File: src/rtl/core/fspa_pkg.sv
`timescale 1ns / 1ps
`default_nettype none
// fspa_pkg: shared widths, reset values, command and status codes of the pool allocator
// used by the channel interfaces and the allocator top level, depends on nothing

package fspa_pkg;

    // default pool depth
    localparam int SLOTS_DEF      = 64;

    // stride rules
    localparam int MIN_SLOT_BYTES = 8;
    localparam int MIN_ALIGN_LOG2 = 3;
    localparam int MAX_ALIGN_LOG2 = 12;

    // field widths
    localparam int CMD_W    = 2;
    localparam int OFF_W    = 18;
    localparam int STATUS_W = 3;
    localparam int SIZE_W   = 13;
    localparam int ALIGN_W  = 4;
    localparam int COUNT_W  = 7;
    localparam int STRIDE_W = 14;

    // register port
    localparam int PADDR_W = 4;
    localparam int PDATA_W = 32;

    // register indexes, byte address is 4 * index
    localparam logic [1:0] REG_SLOT_SIZE  = 2'd0;
    localparam logic [1:0] REG_ALIGN_LOG2 = 2'd1;
    localparam logic [1:0] REG_SLOT_COUNT = 2'd2;

    // register reset values
    localparam logic [SIZE_W-1:0]  SLOT_SIZE_RST  = 13'd16;
    localparam logic [ALIGN_W-1:0] ALIGN_LOG2_RST = 4'd4;
    localparam logic [COUNT_W-1:0] SLOT_COUNT_RST = 7'd64;

    typedef enum logic [CMD_W-1:0] {
        CMD_ALLOC = 2'd0,
        CMD_FREE  = 2'd1,
        CMD_RESET = 2'd2,
        CMD_LIST  = 2'd3
    } t_cmd;

    typedef enum logic [STATUS_W-1:0] {
        ST_OK           = 3'd0,
        ST_EMPTY        = 3'd1,
        ST_OUT_OF_RANGE = 3'd2,
        ST_MISALIGNED   = 3'd3,
        ST_NOT_ALLOC    = 3'd4,
        ST_NONE_ALIVE   = 3'd5
    } t_status;

endpackage

`default_nettype wire

File: src/rtl/core/fspa_if.sv
`timescale 1ns / 1ps
`default_nettype none
// fspa_cmd_if / fspa_res_if: valid-ready channels for command items and result items
// depends on fspa_pkg for field widths

interface fspa_cmd_if;
    logic                         valid;
    logic                         ready;
    logic [fspa_pkg::CMD_W-1:0]   command;
    logic [fspa_pkg::OFF_W-1:0]   byte_offset;

    modport source (output valid, output command, output byte_offset, input ready);
    modport sink   (input valid, input command, input byte_offset, output ready);
endinterface

interface fspa_res_if #(
    parameter int IDX_W  = 6,
    parameter int LIVE_W = 7
);
    logic                          valid;
    logic                          ready;
    logic [fspa_pkg::STATUS_W-1:0] status;
    logic [fspa_pkg::OFF_W-1:0]    slot_offset;
    logic [IDX_W-1:0]              slot_index;
    logic [LIVE_W-1:0]             live_slots;
    logic                          last;

    modport source (output valid, output status, output slot_offset, output slot_index,
                    output live_slots, output last, input ready);
    modport sink   (input valid, input status, input slot_offset, input slot_index,
                    input live_slots, input last, output ready);
endinterface

`default_nettype wire

File: src/rtl/core/fixed_slot_pool_allocator_unit.sv
`timescale 1ns / 1ps
`default_nettype none
// fixed_slot_pool_allocator_unit: pool of equal slots with a lifo free stack and alive flags
// depends on fspa_pkg, fspa_if (command and result channels) and fspa_ram

// The pool holds SLOTS equal slots. The stride is slot_size raised to 8 bytes and rounded up
// to 2**alignment_log2 (alignment taken between 3 and 12). Free slot indices sit on a lifo
// stack in one ram, the alive flags in a second ram. slot_count is applied only by reset or
// by the reset-pool command. One item is worked at a time; the result register lets the next
// item in while a result waits. Allocate reads the stack top, then writes the flag; free runs
// a limit multiply, a range check, the divider at one quotient bit per cycle, a flag read and
// the write back; list reads one flag per slot in use through the single ram port; reset pool
// runs a clearing pass and then replies. After reset, and after each reset-pool command, the
// clearing pass rewrites both rams, one entry per cycle; no item is taken meanwhile while
// register writes are taken as ever.
module fixed_slot_pool_allocator_unit #(
    parameter int SLOTS = fspa_pkg::SLOTS_DEF
) (
    input  wire logic                         i_clk,
    input  wire logic                         i_rst_n,
    fspa_cmd_if.sink                          i_cmd_if,
    fspa_res_if.source                        o_res_if,
    input  wire logic                         psel,
    input  wire logic                         penable,
    input  wire logic                         pwrite,
    input  wire logic [fspa_pkg::PADDR_W-1:0] paddr,
    input  wire logic [fspa_pkg::PDATA_W-1:0] pwdata,
    output logic      [fspa_pkg::PDATA_W-1:0] prdata,
    output logic                              pready
);

    localparam int IW   = $clog2(SLOTS);
    localparam int CW   = $clog2(SLOTS + 1);
    localparam int SW   = $clog2(IW + 1);
    localparam int LW   = fspa_pkg::STRIDE_W + CW;
    localparam int DW   = fspa_pkg::STRIDE_W + IW;
    localparam int OW   = fspa_pkg::OFF_W;
    localparam int CMPW = (LW > OW) ? ((LW > DW) ? LW : DW) : ((OW > DW) ? OW : DW);
    localparam int ACTIVE_RST = (64 > SLOTS) ? SLOTS : 64;

    typedef enum logic [3:0] {
        S_SWEEP,
        S_RST_OUT,
        S_IDLE,
        S_ALLOC_RD,
        S_ALLOC_WR,
        S_FREE_LIM,
        S_FREE_RNG,
        S_DIV,
        S_FREE_CHK,
        S_FREE_WR,
        S_LIST_RD,
        S_LIST_CHK,
        S_LIST_END
    } t_state;

    // ---------------------------------------------------------------- config registers
    logic [fspa_pkg::SIZE_W-1:0]  r_slot_size;
    logic [fspa_pkg::ALIGN_W-1:0] r_align_log2;
    logic [fspa_pkg::COUNT_W-1:0] r_slot_count;
    logic                         w_pwr;

    assign pready = 1'b1;
    assign w_pwr  = psel && penable && pwrite;

    always_ff @(posedge i_clk) begin
        if (!i_rst_n) begin
            r_slot_size  <= fspa_pkg::SLOT_SIZE_RST;
            r_align_log2 <= fspa_pkg::ALIGN_LOG2_RST;
            r_slot_count <= fspa_pkg::SLOT_COUNT_RST;
        end else if (w_pwr) begin
            unique case (paddr[3:2])
                fspa_pkg::REG_SLOT_SIZE:  r_slot_size  <= pwdata[fspa_pkg::SIZE_W-1:0];
                fspa_pkg::REG_ALIGN_LOG2: r_align_log2 <= pwdata[fspa_pkg::ALIGN_W-1:0];
                fspa_pkg::REG_SLOT_COUNT: r_slot_count <= pwdata[fspa_pkg::COUNT_W-1:0];
                default: ;
            endcase
        end
    end

    always_comb begin
        unique case (paddr[3:2])
            fspa_pkg::REG_SLOT_SIZE:
                prdata = fspa_pkg::PDATA_W'(r_slot_size);
            fspa_pkg::REG_ALIGN_LOG2:
                prdata = fspa_pkg::PDATA_W'(r_align_log2);
            fspa_pkg::REG_SLOT_COUNT:
                prdata = fspa_pkg::PDATA_W'(r_slot_count);
            default:
                prdata = '0;
        endcase
    end

    // ---------------------------------------------------------------- stride
    logic [fspa_pkg::SIZE_W-1:0]   w_size_cl;
    logic [fspa_pkg::ALIGN_W-1:0]  w_align_cl;
    logic [fspa_pkg::SIZE_W-1:0]   w_mask;
    logic [fspa_pkg::STRIDE_W-1:0] w_stride;
    logic [fspa_pkg::STRIDE_W-1:0] r_stride;
    logic [CW-1:0]                 w_count_sat;

    always_comb begin
        if (r_slot_size < fspa_pkg::SIZE_W'(fspa_pkg::MIN_SLOT_BYTES)) begin
            w_size_cl = fspa_pkg::SIZE_W'(fspa_pkg::MIN_SLOT_BYTES);
        end else begin
            w_size_cl = r_slot_size;
        end
        if (r_align_log2 < fspa_pkg::ALIGN_W'(fspa_pkg::MIN_ALIGN_LOG2)) begin
            w_align_cl = fspa_pkg::ALIGN_W'(fspa_pkg::MIN_ALIGN_LOG2);
        end else if (r_align_log2 > fspa_pkg::ALIGN_W'(fspa_pkg::MAX_ALIGN_LOG2)) begin
            w_align_cl = fspa_pkg::ALIGN_W'(fspa_pkg::MAX_ALIGN_LOG2);
        end else begin
            w_align_cl = r_align_log2;
        end
        w_mask   = (fspa_pkg::SIZE_W'(1) << w_align_cl) - fspa_pkg::SIZE_W'(1);
        w_stride = ({1'b0, w_size_cl} + {1'b0, w_mask}) & ~{1'b0, w_mask};
        if (32'(r_slot_count) > 32'(SLOTS)) begin
            w_count_sat = CW'(SLOTS);
        end else begin
            w_count_sat = CW'(r_slot_count);
        end
    end

    always_ff @(posedge i_clk) begin
        r_stride <= w_stride;
    end

    // ---------------------------------------------------------------- rams
    logic            stack_we;
    logic [IW-1:0]   stack_addr;
    logic [IW-1:0]   stack_wdata;
    logic [IW-1:0]   stack_rdata;
    logic            alive_we;
    logic [IW-1:0]   alive_addr;
    logic            alive_wdata;
    logic            alive_rdata;

    fspa_ram #(
        .WIDTH (IW),
        .DEPTH (SLOTS)
    ) u_stack_ram (
        .i_clk   (i_clk),
        .i_we    (stack_we),
        .i_addr  (stack_addr),
        .i_wdata (stack_wdata),
        .o_rdata (stack_rdata)
    );

    fspa_ram #(
        .WIDTH (1),
        .DEPTH (SLOTS)
    ) u_alive_ram (
        .i_clk   (i_clk),
        .i_we    (alive_we),
        .i_addr  (alive_addr),
        .i_wdata (alive_wdata),
        .o_rdata (alive_rdata)
    );

    // ---------------------------------------------------------------- control
    t_state                    r_state, n_state;
    logic [fspa_pkg::OFF_W-1:0] r_off, n_off;
    logic [CW-1:0]             r_active, n_active;
    logic [CW-1:0]             r_depth, n_depth;
    logic [CW-1:0]             r_live, n_live;
    logic [CW-1:0]             r_scan, n_scan;
    logic                      r_sweep_reply, n_sweep_reply;
    logic [LW-1:0]             r_limit, n_limit;
    logic [OW-1:0]             r_rem, n_rem;
    logic [DW-1:0]             r_dvs, n_dvs;
    logic [IW-1:0]             r_quo, n_quo;
    logic [SW-1:0]             r_step, n_step;
    logic                      r_pend_valid, n_pend_valid;
    logic [IW-1:0]             r_pend_idx, n_pend_idx;

    logic                      r_ovalid, n_ovalid;
    fspa_pkg::t_status         r_o_status, n_o_status;
    logic [OW-1:0]             r_o_off, n_o_off;
    logic [IW-1:0]             r_o_idx, n_o_idx;
    logic [CW-1:0]             r_o_live, n_o_live;
    logic                      r_o_last, n_o_last;

    logic                      w_can_emit;
    logic                      w_emit;
    fspa_pkg::t_status         w_e_status;
    logic [OW-1:0]             w_e_off;
    logic [IW-1:0]             w_e_idx;
    logic [CW-1:0]             w_e_live;
    logic                      w_e_last;
    logic [IW-1:0]             w_mul_idx;
    logic [OW-1:0]             w_mul_off;
    logic [CW-1:0]             w_depth_m1;
    logic                      w_ge;

    assign w_can_emit = !r_ovalid || o_res_if.ready;
    assign w_depth_m1 = r_depth - CW'(1);
    assign w_mul_off  = OW'(w_mul_idx) * OW'(r_stride);
    assign w_ge       = CMPW'(r_rem) >= CMPW'(r_dvs);

    always_comb begin
        n_state       = r_state;
        n_off         = r_off;
        n_active      = r_active;
        n_depth       = r_depth;
        n_live        = r_live;
        n_scan        = r_scan;
        n_sweep_reply = r_sweep_reply;
        n_limit       = r_limit;
        n_rem         = r_rem;
        n_dvs         = r_dvs;
        n_quo         = r_quo;
        n_step        = r_step;
        n_pend_valid  = r_pend_valid;
        n_pend_idx    = r_pend_idx;

        stack_we    = 1'b0;
        stack_addr  = w_depth_m1[IW-1:0];
        stack_wdata = r_quo;
        alive_we    = 1'b0;
        alive_addr  = r_quo;
        alive_wdata = 1'b0;

        w_emit     = 1'b0;
        w_e_status = fspa_pkg::ST_OK;
        w_e_off    = '0;
        w_e_idx    = '0;
        w_e_live   = r_live;
        w_e_last   = 1'b1;
        w_mul_idx  = stack_rdata;

        unique case (r_state)
            S_SWEEP: begin
                stack_we    = 1'b1;
                stack_addr  = r_scan[IW-1:0];
                stack_wdata = r_scan[IW-1:0];
                alive_we    = 1'b1;
                alive_addr  = r_scan[IW-1:0];
                alive_wdata = 1'b0;
                n_scan      = r_scan + CW'(1);
                if (r_scan == CW'(SLOTS - 1)) begin
                    n_state = r_sweep_reply ? S_RST_OUT : S_IDLE;
                end
            end
            S_RST_OUT: begin
                if (w_can_emit) begin
                    w_emit  = 1'b1;
                    n_state = S_IDLE;
                end
            end
            S_IDLE: begin
                if (i_cmd_if.valid) begin
                    n_off = i_cmd_if.byte_offset;
                    unique case (fspa_pkg::t_cmd'(i_cmd_if.command))
                        fspa_pkg::CMD_ALLOC: n_state = S_ALLOC_RD;
                        fspa_pkg::CMD_FREE:  n_state = S_FREE_LIM;
                        fspa_pkg::CMD_RESET: begin
                            n_active      = w_count_sat;
                            n_depth       = w_count_sat;
                            n_live        = '0;
                            n_scan        = '0;
                            n_sweep_reply = 1'b1;
                            n_state       = S_SWEEP;
                        end
                        fspa_pkg::CMD_LIST: begin
                            n_scan       = '0;
                            n_pend_valid = 1'b0;
                            n_state      = S_LIST_RD;
                        end
                        default: ;
                    endcase
                end
            end
            S_ALLOC_RD: begin
                if (r_depth == '0) begin
                    if (w_can_emit) begin
                        w_emit     = 1'b1;
                        w_e_status = fspa_pkg::ST_EMPTY;
                        n_state    = S_IDLE;
                    end
                end else begin
                    n_state = S_ALLOC_WR;
                end
            end
            S_ALLOC_WR: begin
                // stack address still points at the top entry
                alive_addr  = stack_rdata;
                if (w_can_emit) begin
                    alive_we    = 1'b1;
                    alive_wdata = 1'b1;
                    n_depth     = w_depth_m1;
                    n_live      = r_live + CW'(1);
                    w_emit      = 1'b1;
                    w_e_off     = w_mul_off;
                    w_e_idx     = stack_rdata;
                    w_e_live    = r_live + CW'(1);
                    n_state     = S_IDLE;
                end
            end
            S_FREE_LIM: begin
                n_limit = LW'(r_stride) * LW'(r_active);
                n_state = S_FREE_RNG;
            end
            S_FREE_RNG: begin
                if (CMPW'(r_off) >= CMPW'(r_limit)) begin
                    if (w_can_emit) begin
                        w_emit     = 1'b1;
                        w_e_status = fspa_pkg::ST_OUT_OF_RANGE;
                        n_state    = S_IDLE;
                    end
                end else begin
                    n_rem   = r_off;
                    n_dvs   = DW'(r_stride) << (IW - 1);
                    n_quo   = '0;
                    n_step  = SW'(IW - 1);
                    n_state = S_DIV;
                end
            end
            S_DIV: begin
                // restoring division, one quotient bit per cycle, msb first
                if (w_ge) begin
                    n_rem = r_rem - OW'(r_dvs);
                end
                n_quo = (r_quo << 1) | IW'(w_ge);
                n_dvs = r_dvs >> 1;
                n_step = r_step - SW'(1);
                if (r_step == '0) begin
                    n_state = S_FREE_CHK;
                end
            end
            S_FREE_CHK: begin
                if (r_rem != '0) begin
                    if (w_can_emit) begin
                        w_emit     = 1'b1;
                        w_e_status = fspa_pkg::ST_MISALIGNED;
                        n_state    = S_IDLE;
                    end
                end else begin
                    n_state = S_FREE_WR;
                end
            end
            S_FREE_WR: begin
                stack_addr = r_depth[IW-1:0];
                if (!alive_rdata || r_live == '0 || r_depth >= CW'(SLOTS)) begin
                    if (w_can_emit) begin
                        w_emit     = 1'b1;
                        w_e_status = fspa_pkg::ST_NOT_ALLOC;
                        n_state    = S_IDLE;
                    end
                end else if (w_can_emit) begin
                    alive_we    = 1'b1;
                    alive_wdata = 1'b0;
                    stack_we    = 1'b1;
                    n_depth     = r_depth + CW'(1);
                    n_live      = r_live - CW'(1);
                    w_emit      = 1'b1;
                    w_e_off     = r_off;
                    w_e_idx     = r_quo;
                    w_e_live    = r_live - CW'(1);
                    n_state     = S_IDLE;
                end
            end
            S_LIST_RD: begin
                alive_addr = r_scan[IW-1:0];
                if (r_scan >= r_active) begin
                    n_state = S_LIST_END;
                end else begin
                    n_state = S_LIST_CHK;
                end
            end
            S_LIST_CHK: begin
                // one alive slot is held back so that the final one can carry last
                alive_addr = r_scan[IW-1:0];
                w_mul_idx  = r_pend_idx;
                if (!alive_rdata) begin
                    n_scan  = r_scan + CW'(1);
                    n_state = S_LIST_RD;
                end else if (!r_pend_valid) begin
                    n_pend_valid = 1'b1;
                    n_pend_idx   = r_scan[IW-1:0];
                    n_scan       = r_scan + CW'(1);
                    n_state      = S_LIST_RD;
                end else if (w_can_emit) begin
                    w_emit     = 1'b1;
                    w_e_off    = w_mul_off;
                    w_e_idx    = r_pend_idx;
                    w_e_last   = 1'b0;
                    n_pend_idx = r_scan[IW-1:0];
                    n_scan     = r_scan + CW'(1);
                    n_state    = S_LIST_RD;
                end
            end
            S_LIST_END: begin
                w_mul_idx = r_pend_idx;
                if (w_can_emit) begin
                    w_emit  = 1'b1;
                    n_state = S_IDLE;
                    if (r_pend_valid) begin
                        w_e_off = w_mul_off;
                        w_e_idx = r_pend_idx;
                    end else begin
                        w_e_status = fspa_pkg::ST_NONE_ALIVE;
                    end
                end
            end
            default: n_state = S_IDLE;
        endcase

        n_ovalid   = r_ovalid;
        n_o_status = r_o_status;
        n_o_off    = r_o_off;
        n_o_idx    = r_o_idx;
        n_o_live   = r_o_live;
        n_o_last   = r_o_last;
        if (w_emit) begin
            n_ovalid   = 1'b1;
            n_o_status = w_e_status;
            n_o_off    = w_e_off;
            n_o_idx    = w_e_idx;
            n_o_live   = w_e_live;
            n_o_last   = w_e_last;
        end else if (o_res_if.ready) begin
            n_ovalid = 1'b0;
        end
    end

    always_ff @(posedge i_clk) begin
        if (!i_rst_n) begin
            r_state       <= S_SWEEP;
            r_active      <= CW'(ACTIVE_RST);
            r_depth       <= CW'(ACTIVE_RST);
            r_live        <= '0;
            r_scan        <= '0;
            r_sweep_reply <= 1'b0;
            r_step        <= '0;
            r_pend_valid  <= 1'b0;
            r_ovalid      <= 1'b0;
        end else begin
            r_state       <= n_state;
            r_active      <= n_active;
            r_depth       <= n_depth;
            r_live        <= n_live;
            r_scan        <= n_scan;
            r_sweep_reply <= n_sweep_reply;
            r_step        <= n_step;
            r_pend_valid  <= n_pend_valid;
            r_ovalid      <= n_ovalid;
        end
        r_off      <= n_off;
        r_limit    <= n_limit;
        r_rem      <= n_rem;
        r_dvs      <= n_dvs;
        r_quo      <= n_quo;
        r_pend_idx <= n_pend_idx;
        r_o_status <= n_o_status;
        r_o_off    <= n_o_off;
        r_o_idx    <= n_o_idx;
        r_o_live   <= n_o_live;
        r_o_last   <= n_o_last;
    end

    assign i_cmd_if.ready       = (r_state == S_IDLE);
    assign o_res_if.valid       = r_ovalid;
    assign o_res_if.status      = r_o_status;
    assign o_res_if.slot_offset = r_o_off;
    assign o_res_if.slot_index  = r_o_idx;
    assign o_res_if.live_slots  = r_o_live;
    assign o_res_if.last        = r_o_last;

`ifndef SYNTHESIS
    // every slot in use is either alive or on the free stack
    a_slot_balance: assert property (@(posedge i_clk) disable iff (!i_rst_n)
        (32'(r_live) + 32'(r_depth)) == 32'(r_active))
        else $error("live count and free depth do not add up to the pool size");

    a_live_bound: assert property (@(posedge i_clk) disable iff (!i_rst_n)
        r_live <= r_active)
        else $error("live count above pool size");

    // a range-checked, aligned offset must divide to an index inside the pool
    a_div_quotient: assert property (@(posedge i_clk) disable iff (!i_rst_n)
        (r_state == S_FREE_CHK && r_rem == '0) |-> (CW'(r_quo) < r_active))
        else $error("divider quotient outside the pool");

    a_ok_index: assert property (@(posedge i_clk) disable iff (!i_rst_n)
        (o_res_if.valid && o_res_if.status == fspa_pkg::ST_OK && o_res_if.live_slots != '0)
        |-> (CW'(o_res_if.slot_index) < r_active))
        else $error("reported slot index outside the pool");
`endif

endmodule

`default_nettype wire

File: src/rtl/core/fspa_ram.sv
`timescale 1ns / 1ps
`default_nettype none
// fspa_ram: single-port synchronous ram, one write or read per cycle, registered read data
// no dependencies

module fspa_ram #(
    parameter int WIDTH = 8,
    parameter int DEPTH = 64
) (
    input  wire logic                     i_clk,
    input  wire logic                     i_we,
    input  wire logic [$clog2(DEPTH)-1:0] i_addr,
    input  wire logic [WIDTH-1:0]         i_wdata,
    output logic      [WIDTH-1:0]         o_rdata
);

    logic [WIDTH-1:0] r_mem [DEPTH];
    logic [WIDTH-1:0] r_rdata;

    always_ff @(posedge i_clk) begin
        if (i_we) begin
            r_mem[i_addr] <= i_wdata;
        end
        r_rdata <= r_mem[i_addr];
    end

    assign o_rdata = r_rdata;

endmodule

`default_nettype wire
File: src/flat_wrapper.sv
// flat-port wrapper written by rule: the top's interface ports become plain ports
module fixed_slot_pool_allocator_unit_flat 
#(
    parameter int SLOTS = fspa_pkg::SLOTS_DEF
)
  (i_clk, i_rst_n, psel, penable, pwrite, paddr, pwdata, prdata, pready, i_cmd_if_valid, i_cmd_if_command, i_cmd_if_byte_offset, i_cmd_if_ready, o_res_if_valid, o_res_if_status, o_res_if_slot_offset, o_res_if_slot_index, o_res_if_live_slots, o_res_if_last, o_res_if_ready);
  fspa_cmd_if i_cmd_if_i ();
  fspa_res_if o_res_if_i ();
  input  wire logic i_clk;
  input  wire logic i_rst_n;
  input  wire logic psel;
  input  wire logic penable;
  input  wire logic pwrite;
  input  wire logic [fspa_pkg::PADDR_W-1:0] paddr;
  input  wire logic [fspa_pkg::PDATA_W-1:0] pwdata;
  output logic      [fspa_pkg::PDATA_W-1:0] prdata;
  output logic pready;
  input wire logic [$bits(i_cmd_if_i.valid)-1:0] i_cmd_if_valid;
  input wire logic [$bits(i_cmd_if_i.command)-1:0] i_cmd_if_command;
  input wire logic [$bits(i_cmd_if_i.byte_offset)-1:0] i_cmd_if_byte_offset;
  output wire logic [$bits(i_cmd_if_i.ready)-1:0] i_cmd_if_ready;
  output wire logic [$bits(o_res_if_i.valid)-1:0] o_res_if_valid;
  output wire logic [$bits(o_res_if_i.status)-1:0] o_res_if_status;
  output wire logic [$bits(o_res_if_i.slot_offset)-1:0] o_res_if_slot_offset;
  output wire logic [$bits(o_res_if_i.slot_index)-1:0] o_res_if_slot_index;
  output wire logic [$bits(o_res_if_i.live_slots)-1:0] o_res_if_live_slots;
  output wire logic [$bits(o_res_if_i.last)-1:0] o_res_if_last;
  input wire logic [$bits(o_res_if_i.ready)-1:0] o_res_if_ready;
  assign i_cmd_if_i.valid = i_cmd_if_valid;
  assign i_cmd_if_i.command = i_cmd_if_command;
  assign i_cmd_if_i.byte_offset = i_cmd_if_byte_offset;
  assign i_cmd_if_ready = i_cmd_if_i.ready;
  assign o_res_if_valid = o_res_if_i.valid;
  assign o_res_if_status = o_res_if_i.status;
  assign o_res_if_slot_offset = o_res_if_i.slot_offset;
  assign o_res_if_slot_index = o_res_if_i.slot_index;
  assign o_res_if_live_slots = o_res_if_i.live_slots;
  assign o_res_if_last = o_res_if_i.last;
  assign o_res_if_i.ready = o_res_if_ready;
  fixed_slot_pool_allocator_unit #(.SLOTS(SLOTS)) u_core (.i_clk(i_clk), .i_rst_n(i_rst_n), .i_cmd_if(i_cmd_if_i), .o_res_if(o_res_if_i), .psel(psel), .penable(penable), .pwrite(pwrite), .paddr(paddr), .pwdata(pwdata), .prdata(prdata), .pready(pready));
endmodule
File: config.mk
export PLATFORM = sky130hd
export DESIGN_NAME = fixed_slot_pool_allocator_unit_flat
export DESIGN_NICKNAME = d
export VERILOG_FILES = /design/src/rtl/core/fspa_pkg.sv /design/src/rtl/core/fspa_if.sv /design/src/rtl/core/fixed_slot_pool_allocator_unit.sv /design/src/rtl/core/fspa_ram.sv /design/src/flat_wrapper.sv
export SDC_FILE = /design/constraint.sdc
export NUM_CORES = 1
export LEC_CHECK = 0
export CORE_MARGIN = 5
export CORE_UTILIZATION = 46
export DETAILED_ROUTE_END_ITERATION = 12
export DONT_BUFFER_PORTS = 1
export REMOVE_ABC_BUFFERS = 1
export SETUP_SLACK_MARGIN = 0.15
export SLEW_MARGIN = 30
export SYNTH_ARGS = -nofsm -noshare
export SYNTH_HDL_FRONTEND = slang
export SYNTH_SLANG_ARGS = --single-unit
File: constraint.sdc
create_clock -name i_clk -period 15.85 [get_ports i_clk]
set_input_delay 0.7925 -clock i_clk [delete_from_list [all_inputs] [get_ports i_clk]]
set_output_delay 0.7925 -clock i_clk [all_outputs]
set_load 0.01 [all_outputs]
==> results of run 1 <==
area by class of cell:
type                       count  area [um2]  share of cell area [%]
timing repair buffer          38       289.0                  0.7833
clock inverter                42       515.5                   1.397
sequential                   654       18810                   50.97
tap                          959        1200                   3.252
antenna                        1       2.502                0.006781
inverter                     192       720.7                   1.953
clock buffer                  86        1843                   4.995
multi-input combinational   1873       13520                   36.64
through the flow:
step                hold slack [ns]  std cells
floorplan                    0.4441       2719
global placement             0.4661       3715
detailed placement           0.4794       3715
CTS                          0.2088       3843
global route                 0.2215       3844
finish                       0.2375       3845
final timing paths:
| check | from | end | slack, ns | depth (start not counted) |
|---|---|---|---|---|
| worst max-delay path | u_core.r_state[0]$_SDFFE_PN0P_ | u_core.o_res_if.slot_offset[17]$_DFFE_PP_ | 9.27 | 21 |
| worst min-delay path | i_rst_n | u_core.r_align_log2[2]$_SDFFE_PN1P_ | 0.24 | 1 |
| worst max register to register | u_core.r_state[0]$_SDFFE_PN0P_ | u_core.o_res_if.slot_offset[17]$_DFFE_PP_ | 9.27 | 21 |
| worst min register to register | u_core.r_slot_size[2]$_SDFFE_PN0P_ | u_core.r_slot_size[2]$_SDFFE_PN0P_ | 0.49 | 2 |
cell families after synthesis:
logic type / share of synthesized area (%)
adders and majority gates: 11.40
xor gates and xnor gates: 1.667
and+or+nand+nor: 12.42
other: 0.02233
DFF: 55.92
muxes: 0.9561
buffers and inverters: 4.553
AOI/OAI and AO/OA: 13.06
sequential cells by signal, summed over array words and instances (netlist names), 7 cells and up:
signal / cells
u_core.r_slot_size: 13
u_core.r_off: 18
u_core.o_res_if.slot_offset: 18
u_core.r_limit: 21
u_core.r_slot_count: 7
u_core.r_live: 7
u_core.r_depth: 7
u_core.o_res_if.live_slots: 7
u_core.r_active: 7
u_core.r_stride: 14
u_core.u_stack_ram.r_mem: 384
u_core.r_scan: 7
u_core.r_rem: 18
u_core.r_dvs: 19
u_core.u_alive_ram.r_mem: 64
power by group:
part | switching, uW | internal [uW]
clock network | 710 | 945
registers | 20.4 | 1880
logic | 174 | 82.5
worst max-delay path, stage by stage, from the launching register on:
cell	delay [ns]
dfxtp_1	0.96
nor2_1	0.27
a22o_1	0.30
nand2_1	0.26
mux2i_2	0.25
buf_4	0.27
nor2b_1	0.10
fa_1	0.51
fa_1	0.55
inv_1	0.05
fa_1	0.53
inv_1	0.04
ha_1	0.35
and3_1	0.21
a21oi_1	0.17
a31oi_1	0.17
a21o_1	0.21
a21o_1	0.23
a2111o_1	0.44
a31oi_1	0.21
xnor2_1	0.14
o21ai_0	0.09
layer usage:
| metal | up-vias | track usage (%) | wire length (um) |
|---|---|---|---|
| met4 | 0 | 7.244 | 2939 |
| li1 | 10300 | - | - |
| met5 | - | 0 | 0 |
| met1 | 11190 | 28.79 | 36180 |
| met2 | 892 | 37.06 | 42300 |
| met3 | 185 | 3.628 | 5910 |
synth_stat cells, types with 15 or more instances:
cell / n
a21o_1: 33
a21oi_1: 102
a22oi_1: 202
a41oi_1: 51
and2_1: 53
buf_1: 15
buf_4: 23
clkbuf_1: 121
dfxtp_1: 83
edfxtp_1: 571
fa_1: 109
ha_1: 132
inv_1: 192
mux2i_1: 31
nand2_1: 295
nand2b_1: 24
nand3_1: 36
nor2_1: 261
nor2b_1: 90
nor3_1: 29
nor4_1: 25
o21ai_0: 108
xnor2_1: 36
xor2_1: 28
==> results.sh, run 1 <==
export IMPL_die_w_um=280.4
export IMPL_critPathMaxFanout=26
export IMPL_ant_nets=0
export IMPL_cp_arrival_ns=6.94
export IMPL_synth_seq_cells=654
export IMPL_synth_ff_type="edfxtp_1"
export IMPL_via_per_inst=5.869
export IMPL_final_common_cell="edfxtp_1"
export IMPL_syn_inst=2875
export IMPL_worstMarginPinSlew_ns=0.9792
export IMPL_fp_coreArea_um2=72710
export IMPL_yosys_top_cells_area="edfxtp_1 51%, fa_1 6.5%, dfxtp_1 4.9%, ha_1 4.9%, a22oi_1 4.5%"
export IMPL_place_gp_congestion=0.8571
export IMPL_grt_max_degree=73
export IMPL_postCtsHoldBufs=0
export IMPL_grt_pass1_vias=22560
export IMPL_io_pins=133
export IMPL_async_reset_ff_share_pct=0
export IMPL_cts_root_buffer="clkbuf_16"
export IMPL_clock_skew_ns=0.05204
export IMPL_num_vias=22570
export IMPL_status="finished clean"
export IMPL_cts_sinks=654
export IMPL_end_kind="flop"
export IMPL_final_cell_mix="571 x edfxtp_1, 289 x nand2_1, 249 x nor2_1"
export IMPL_cp_start_kind="flop"
export IMPL_rsz0062_at_grt="false"
export IMPL_maxSlewHeadroom_pct=34.63
export IMPL_seq_area_frac_synth_pct=55.92
export IMPL_powerDensity_nw_per_um2=103.2
export IMPL_areaGrowthSynthToFinish_pct=9.713
export IMPL_fin_crit_sh_pct=41.50
export IMPL_grt_pass1_wl_um=133300
export IMPL_cts_tree="built"
export IMPL_synth_top_cell_area_share_pct=50.98
export IMPL_fin_nets=3134
export IMPL_grt_antenna_before_repair=0
export IMPL_drt_pass1_iterations=8
export IMPL_placed_area_um2=34520
export IMPL_irDropWorstVdd_mv=0.1027
export IMPL_cts_buffers=71
export IMPL_track_usage_pct=21.83
export IMPL_ys_types=82
export IMPL_cts_resized_gates=0
export IMPL_post_route_util_pct=50.75
export IMPL_hold_viol=0
export IMPL_setup_violations=0
export IMPL_netlist_area_um2=33630
export IMPL_clkSlewWorstSetupHoldPaths_ns=0.07
export IMPL_dpl_hpwl_um=57620
export IMPL_tns_ns=0
export IMPL_fin_crit_ns=6.577
export IMPL_synth_top_cell_by_area="edfxtp_1"
export IMPL_post_cts_buffers=0
export IMPL_path_class="flop to flop"
export IMPL_ys_warn_count=0
export IMPL_cap_violations=0
export IMPL_synth_edf_count=571
export IMPL_io_buffers=0
export IMPL_overflow=0
export IMPL_start_util_pct=46.26
export IMPL_pre_cts_ws_ns=9.357
export IMPL_post_route_drc_count=0
export IMPL_drt_iter0_drc=1979
export IMPL_finalPower_uw=3807
export IMPL_clock_latency_ns=0.66
export IMPL_fmax_ghz=0.1520
export IMPL_clockBufferDepth=3
export IMPL_drt_wl_total_um=87330
export IMPL_layout_drive_gt1_share_pct=6.516
export IMPL_wl_per_cell_um=22.71
export IMPL_p_leak_uw=0.01350
export IMPL_htree_levels=3
export IMPL_die_y_um=280.4
export IMPL_finalInstanceArea_um2=36900
export IMPL_critical_path_required_ns=16.21
export IMPL_drv_slew=0
export IMPL_hp_class="input port to flop"
export IMPL_dieArea_um2=78620
export IMPL_rows=99
export IMPL_fillCellCount=6255
export IMPL_setup_slack_ns=9.273
export IMPL_synth_area_per_cell_um2=11.70
Note: power is estimated with default switching activity, not from simulation.
==> inputs of run 2 (changes only) <==
==> constraint.sdc (replaced) <==
create_clock -name i_clk -period 6.32 [get_ports i_clk]
set_input_delay 0.316 -clock i_clk [delete_from_list [all_inputs] [get_ports i_clk]]
set_output_delay 0.316 -clock i_clk [all_outputs]
set_load 0.01 [all_outputs]
==> results.sh, run 2 (same netlist as run 1, synthesis figures left out) <==
export IMPL_status="finished clean"
export IMPL_hp_class="input port to flop"
export IMPL_io_pins=133
export IMPL_maxSlewHeadroom_pct=38.36
export IMPL_end_kind="flop"
export IMPL_setup_violations=0
export IMPL_overflow=0
export IMPL_rows=99
export IMPL_drt_pass1_iterations=7
export IMPL_fp_coreArea_um2=72710
export IMPL_finalInstanceArea_um2=37390
export IMPL_cap_violations=0
export IMPL_tns_ns=0
export IMPL_fin_crit_sh_pct=91.96
export IMPL_final_cell_mix="571 x edfxtp_1, 289 x nand2_1, 249 x nor2_1"
export IMPL_clkSlewWorstSetupHoldPaths_ns=0.07
export IMPL_reg_top3="u_core.u_stack_ram.r_mem (384), u_core.u_alive_ram.r_mem (64), u_core.r_limit (21)"
export IMPL_place_gp_congestion=0.8722
export IMPL_drt_wl_total_um=88870
export IMPL_p_leak_uw=0.01375
export IMPL_dieArea_um2=78620
export IMPL_grt_pass1_wl_um=136400
export IMPL_grt_antenna_before_repair=0
export IMPL_final_common_cell="edfxtp_1"
export IMPL_fin_crit_ns=5.812
export IMPL_powerDensity_nw_per_um2=254.8
export IMPL_track_usage_pct=22.27
export IMPL_post_route_drc_count=0
export IMPL_cp_start_kind="flop"
export IMPL_grt_pass1_vias=23050
export IMPL_fillCellCount=6311
export IMPL_regMostFlops="u_core.u_stack_ram.r_mem"
export IMPL_cts_sinks=654
export IMPL_dpl_hpwl_um=59750
export IMPL_hold_viol=0
export IMPL_clock_skew_ns=0.04605
export IMPL_io_buffers=0
export IMPL_layout_drive_gt1_share_pct=7.068
export IMPL_grt_max_degree=73
export IMPL_largest_reg_flops=384
export IMPL_diodes=0
export IMPL_num_vias=22910
export IMPL_cts_buffers=72
export IMPL_areaGrowthSynthToFinish_pct=11.16
export IMPL_via_per_inst=5.871
export IMPL_wl_per_cell_um=22.78
export IMPL_rsz0062_at_grt="false"
export IMPL_cts_root_buffer="clkbuf_16"
export IMPL_cp_arrival_ns=6.18
export IMPL_post_cts_buffers=0
export IMPL_ant_nets=0
export IMPL_drv_slew=0
export IMPL_irDropWorstVdd_mv=0.2841
export IMPL_critical_path_required_ns=6.69
export IMPL_clock_latency_ns=0.65
export IMPL_die_w_um=280.4
export IMPL_path_class="flop to flop"
export IMPL_drt_iter0_drc=1977
export IMPL_critPathMaxFanout=14
export IMPL_fmax_ghz=0.1721
export IMPL_htree_levels=3
export IMPL_placed_area_um2=34660
export IMPL_clockBufferDepth=3
export IMPL_worstMarginPinSlew_ns=0.9162
export IMPL_start_util_pct=46.26
export IMPL_fin_nets=3193
export IMPL_die_y_um=280.4
export IMPL_cts_tree="built"
-- run 2: cell count changes in the layout (fill, tap and decap cells not counted), moves of 3 or more --
cell,previous run,this run
buf_4,37,58
dlygate4sd3_1,0,37
bufinv_16,6,3
clkinv_2,12,6
-- run 2: worst max-delay path: stages (launching register included) --
cell and delay, ns:
dfxtp_2 0.45, nor2b_1 0.28, a22o_1 0.18, nand2_1 0.21
mux2i_1 0.25, buf_4 0.25, nor2b_1 0.10, fa_1 0.53
inv_1 0.05, fa_1 0.46, fa_1 0.54, inv_1 0.04
ha_1 0.33, nor2b_1 0.16, o2111ai_1 0.24, a31oi_1 0.17
a21o_1 0.21, a21o_1 0.23, a2111o_1 0.43, a31oi_1 0.22
xnor2_1 0.13, o21ai_0 0.08
-- run 2: layout make-up --
class | instances | area [um2] | area share (%)
sequential | 654 | 18810 | 50.31
multi-input combinational | 1873 | 13500 | 36.12
clock buffer | 90 | 1921 | 5.137
tap | 959 | 1200 | 3.209
timing repair buffer | 96 | 817.0 | 2.185
inverter | 192 | 720.7 | 1.928
clock inverter | 38 | 414.1 | 1.108
-- run 2: through the flow --
step	utilization, %	worst slack (ns)	total power (uW)	hold slack (ns)	std cells
global route	51.42	0.1700	9861	0.09613	3902
floorplan	-	0.1477	5228	0.3779	2719
detailed placement	47.66	0.3719	5478	0.3836	3736
global placement	47.66	0.4834	5466	0.3830	3736
CTS	51.38	0.3719	9593	0.05755	3901
finish	51.42	0.5084	9526	0.1136	3902
-- run 2: what timing repair did --
| action | in CTS | in global routing |
|---|---|---|
| hold buffers | 37 | 0 |
| endpoints found under the hold margin | 49 | 0 |
| resized for setup | 0 | 1 |
| endpoints found under the setup margin | 0 | 1 |
-- run 2: routing by layer --
metal / track usage [%] / up-vias / routed length [um]
met5: 0 / - / 0
met4: 6.729 / 0 / 2831
met3: 4.027 / 159 / 6122
met2: 37.51 / 852 / 42920
met1: 29.71 / 11480 / 37000
li1: - / 10420 / -
-- run 2: worst paths after layout --
check	endpoint	slack [ns]	start	cells after the start
setup / recovery	u_core.o_res_if.slot_offset[17]$_DFFE_PP_	0.51	u_core.r_state[1]$_SDFFE_PN0P_	21
hold / removal	u_core.r_scan[5]$_SDFFE_PN0P_	0.11	i_rst_n	2
setup reg to reg	u_core.o_res_if.slot_offset[17]$_DFFE_PP_	0.51	u_core.r_state[1]$_SDFFE_PN0P_	21
hold reg to reg	u_core.r_slot_size[2]$_SDFFE_PN0P_	0.49	u_core.r_slot_size[2]$_SDFFE_PN0P_	2
-- run 2: power by group --
part	total (uW)	switching (uW)	internal [uW]	leakage (uW)
Combinational	654	433	221	0.00667
Clock	4110	1790	2320	0.00112
Sequential	4760	57.4	4700	0.00595
==> inputs of run 3 (changes only) <==
--- a/config.mk
+++ b/config.mk
@@ -14,4 +14,5 @@
 export SLEW_MARGIN = 30
 export SYNTH_ARGS = -nofsm -noshare
 export SYNTH_HDL_FRONTEND = slang
+export SYNTH_HIERARCHICAL = 1
 export SYNTH_SLANG_ARGS = --single-unit
==> constraint.sdc (replaced) <==
create_clock -name i_clk -period 6.32 [get_ports i_clk]
set_input_delay 1.264 -clock i_clk [delete_from_list [all_inputs] [get_ports i_clk]]
set_output_delay 1.264 -clock i_clk [all_outputs]
set_load 0.01 [all_outputs]
==> results.sh, run 3 <==
export IMPL_regMostFlops="u_core/u_stack_ram/r_mem"
export IMPL_irDropWorstVdd_mv=0.2488
export IMPL_io_buffers=0
export IMPL_cts_root_buffer="clkbuf_16"
export IMPL_dpl_hpwl_um=64430
export IMPL_fin_nets=3297
export IMPL_fin_crit_sh_pct=87.32
export IMPL_internal_power_uw=7526
export IMPL_start_util_pct=46.18
export IMPL_ys_warn_count=6
export IMPL_cts_resized_gates=0
export IMPL_synth_commonest_cells="571 x edfxtp_1, 284 x nand2_1, 262 x nor2_1"
export IMPL_maxSlewHeadroom_pct=38.99
export IMPL_io_pins=133
export IMPL_synth_ff_type="edfxtp_1"
export IMPL_rows=101
export IMPL_diodes=0
export IMPL_status="finished clean"
export IMPL_ant_nets=0
export IMPL_htree_levels=3
export IMPL_die_w_um=285.4
export IMPL_worstHoldEndpoint="u_core/r_slot_size[2]$_SDFFE_PN0P_"
export IMPL_areaGrowthSynthToFinish_pct=9.691
export IMPL_seq_area_frac_synth_pct=53.90
export IMPL_synth_seq_cells=654
export IMPL_critPathMostFrequentCell="fa_1"
export IMPL_fmax_ghz=0.1812
export IMPL_largest_reg_flops=384
export IMPL_fp_coreArea_um2=75570
export IMPL_grt_pass1_wl_um=143400
export IMPL_ys_types=88
export IMPL_post_cts_buffers=0
export IMPL_final_common_cell="edfxtp_1"
export IMPL_hp_class="flop to flop"
export IMPL_dieArea_um2=81470
export IMPL_tns_ns=0
export IMPL_end_kind="flop"
export IMPL_hold_viol=0
export IMPL_synth_area_per_cell_um2=11.52
export IMPL_via_per_inst=5.919
export IMPL_postCtsHoldBufs=0
export IMPL_track_usage_pct=22.56
export IMPL_layout_drive_gt1_share_pct=8.287
export IMPL_cts_sinks=654
export IMPL_cap_violations=0
export IMPL_pwr_share_clk_pct=43.1
export IMPL_drt_pass1_iterations=5
export IMPL_netlist_area_um2=34900
export IMPL_comb_power_share_pct=9.0
export IMPL_async_reset_ff_share_pct=0
export IMPL_cp_start_kind="flop"
export IMPL_crit_reg2reg_launch="u_core/r_state[2]$_SDFFE_PN0P_"
export IMPL_drv_slew=0
export IMPL_post_route_drc_count=0
export IMPL_final_cell_mix="571 x edfxtp_1, 278 x nand2_1, 258 x nor2_1"
export IMPL_hp_start="u_core/r_slot_size[2]$_SDFFE_PN0P_"
export IMPL_drt_wl_total_um=94460
export IMPL_reg2reg_slack_ns=0.80
export IMPL_grt_max_degree=76
export IMPL_overflow=0
export IMPL_p_leak_uw=0.01447
export IMPL_setup_violations=0
export IMPL_critPathMaxFanout=6
export IMPL_rsz0062_at_grt="false"
export IMPL_p_sw_uw=2390
export IMPL_yosys_top_cells_area="edfxtp_1 49%, fa_1 6.3%, dfxtp_1 4.8%, ha_1 4.7%, nand2_1 3.1%"
export IMPL_r2r_cells=18
export IMPL_cpMaxStageDelayCell="o41ai_1"
export IMPL_place_gp_congestion=0.8538
export IMPL_switching_share_pct=24.10
export IMPL_synth_top_cell_by_area="edfxtp_1"
export IMPL_pre_cts_ws_ns=0.7979
export IMPL_critical_path_required_ns=6.68
export IMPL_powerDensity_nw_per_um2=259.0
export IMPL_worstPathCellList="and3b_4 > o21ai_4 > mux2i_1 > nor2b_1 > fa_1 > inv_1 > fa_1 > fa_1 > inv_1 > ha_1 > nor2b_1 > o21ai_1 > a21oi_1 > o41ai_1 > o32ai_1 > o22ai_1 > xnor2_1 > a22o_1"
export IMPL_fin_crit_ns=5.519
export IMPL_num_vias=23860
export IMPL_cts_buffers=74
export IMPL_synth_top_cell_area_share_pct=49.13
export IMPL_grt_pass1_vias=23690
export IMPL_worstMarginPinSlew_ns=0.9056
export IMPL_synth_edf_count=571
export IMPL_rr_endpoint="u_core/o_res_if.slot_offset[17]$_DFFE_PP_"
export IMPL_setup_slack_ns=0.8013
export IMPL_clock_latency_ns=0.62
export IMPL_drt_iter0_drc=2154
export IMPL_die_y_um=285.4
export IMPL_syn_inst=3028
export IMPL_finalInstanceArea_um2=38280
export IMPL_clock_skew_ns=0.01876
export IMPL_crit_path_max_incr_delay_ns=0.58
export IMPL_clkSlewWorstSetupHoldPaths_ns=0.06
export IMPL_cp_arrival_ns=5.88
export IMPL_grt_antenna_before_repair=1
export IMPL_cts_tree="built"
export IMPL_path_class="flop to flop"
export IMPL_finalPower_uw=9916
export IMPL_wl_per_cell_um=23.43
export IMPL_min_path_cells=2
export IMPL_reg_top3="u_core/u_stack_ram/r_mem (384), u_core/u_alive_ram/r_mem (64), u_core/r_limit (21)"
export IMPL_p_seq_share_pct=47.8
export IMPL_clockBufferDepth=3
export IMPL_synth_most_common_cell="edfxtp_1"
export IMPL_placed_area_um2=35860
-- run 3: cell types whose count changed after synthesis, moves of 29 or more --
cell      previous run  this run
buf_2               12        41
a221oi_1             6        65
a21oi_1            102       138
a41oi_1             51         0
mux2i_1             31        61
a22oi_1            202        64
-- run 3: cells by family after synthesis --
family / Yosys count / synth area share [%]
AO/OA/AOI/OAI: 651 / 12.56
XOR/XNOR: 60 / 1.506
adder cells (fa/ha/maj): 240 / 10.95
buffers and inverters: 404 / 4.976
flip-flops: 654 / 53.90
multiplexers: 99 / 3.503
other: 2 / 0.02152
AND/OR/NAND/NOR: 918 / 12.58
-- run 3: routing by layer --
layer  vias up  wire length, um  global-route usage, %
li1      10840                -                      -
met1     11970            38740                  29.06
met2       869            46680                  39.19
met3       178             5814                  3.618
met4         0             3216                  7.392
met5         -                0                      0
-- run 3: power by group through the flow --
stage,logic (uW),registers [uW],clock network (uW)
final,895,4740,4280
after global routing,981,4740,4550
after CTS,893,4740,4370
after detailed placement,889,4830,0
after global placement,878,4830,0
after floorplan,613,4820,0
-- run 3: layout make-up --
cell class / count / area, um2
fillers: 6636 / 37290
inverters: 205 / 769.5
flip-flops and latches: 654 / 18810
clock buffers: 99 / 2059
clock inverters: 36 / 356.6
multi-input cells: 1991 / 14550
well taps: 978 / 1224
repair buffers: 68 / 510.5
-- run 3: how the worst max path moves through the flow --
stage	startpoint	endpoint	slack, ns	cells after the start
floorplan	u_core/r_state[1]$_SDFFE_PN0P_	u_core/u_stack_ram/o_rdata[4]$_DFF_P_	-10.50	10
global placement	u_core/r_state[2]$_SDFFE_PN0P_	u_core/o_res_if.slot_offset[17]$_DFFE_PP_	0.83	17
global route	u_core/r_state[2]$_SDFFE_PN0P_	u_core/o_res_if.slot_offset[17]$_DFFE_PP_	0.39	18
CTS	u_core/r_state[2]$_SDFFE_PN0P_	u_core/o_res_if.slot_offset[17]$_DFFE_PP_	0.76	17
finish	u_core/r_state[2]$_SDFFE_PN0P_	u_core/o_res_if.slot_offset[17]$_DFFE_PP_	0.80	18
detailed placement	u_core/r_state[2]$_SDFFE_PN0P_	u_core/o_res_if.slot_offset[17]$_DFFE_PP_	0.80	17
-- run 3: critical path, delay by kind of cell (launching register included) --
family | cells | cell delay, ns
fa+ha+maj | 4 | 1.88
xor+xnor | 1 | 0.10
mux | 1 | 0.48
buf+inv | 2 | 0.09
simple gates | 3 | 0.51
flops | 1 | 0.35
compound gates | 7 | 1.86
-- run 3: through the flow --
stage,utilization [%],hold slack (ns),cells
floorplan,-,0.4441,2850
global placement,47.44,0.4667,3896
detailed placement,47.46,0.4828,3896
CTS,50.65,0.4944,4031
global route,50.65,0.5296,4031
finish,50.65,0.4846,4031
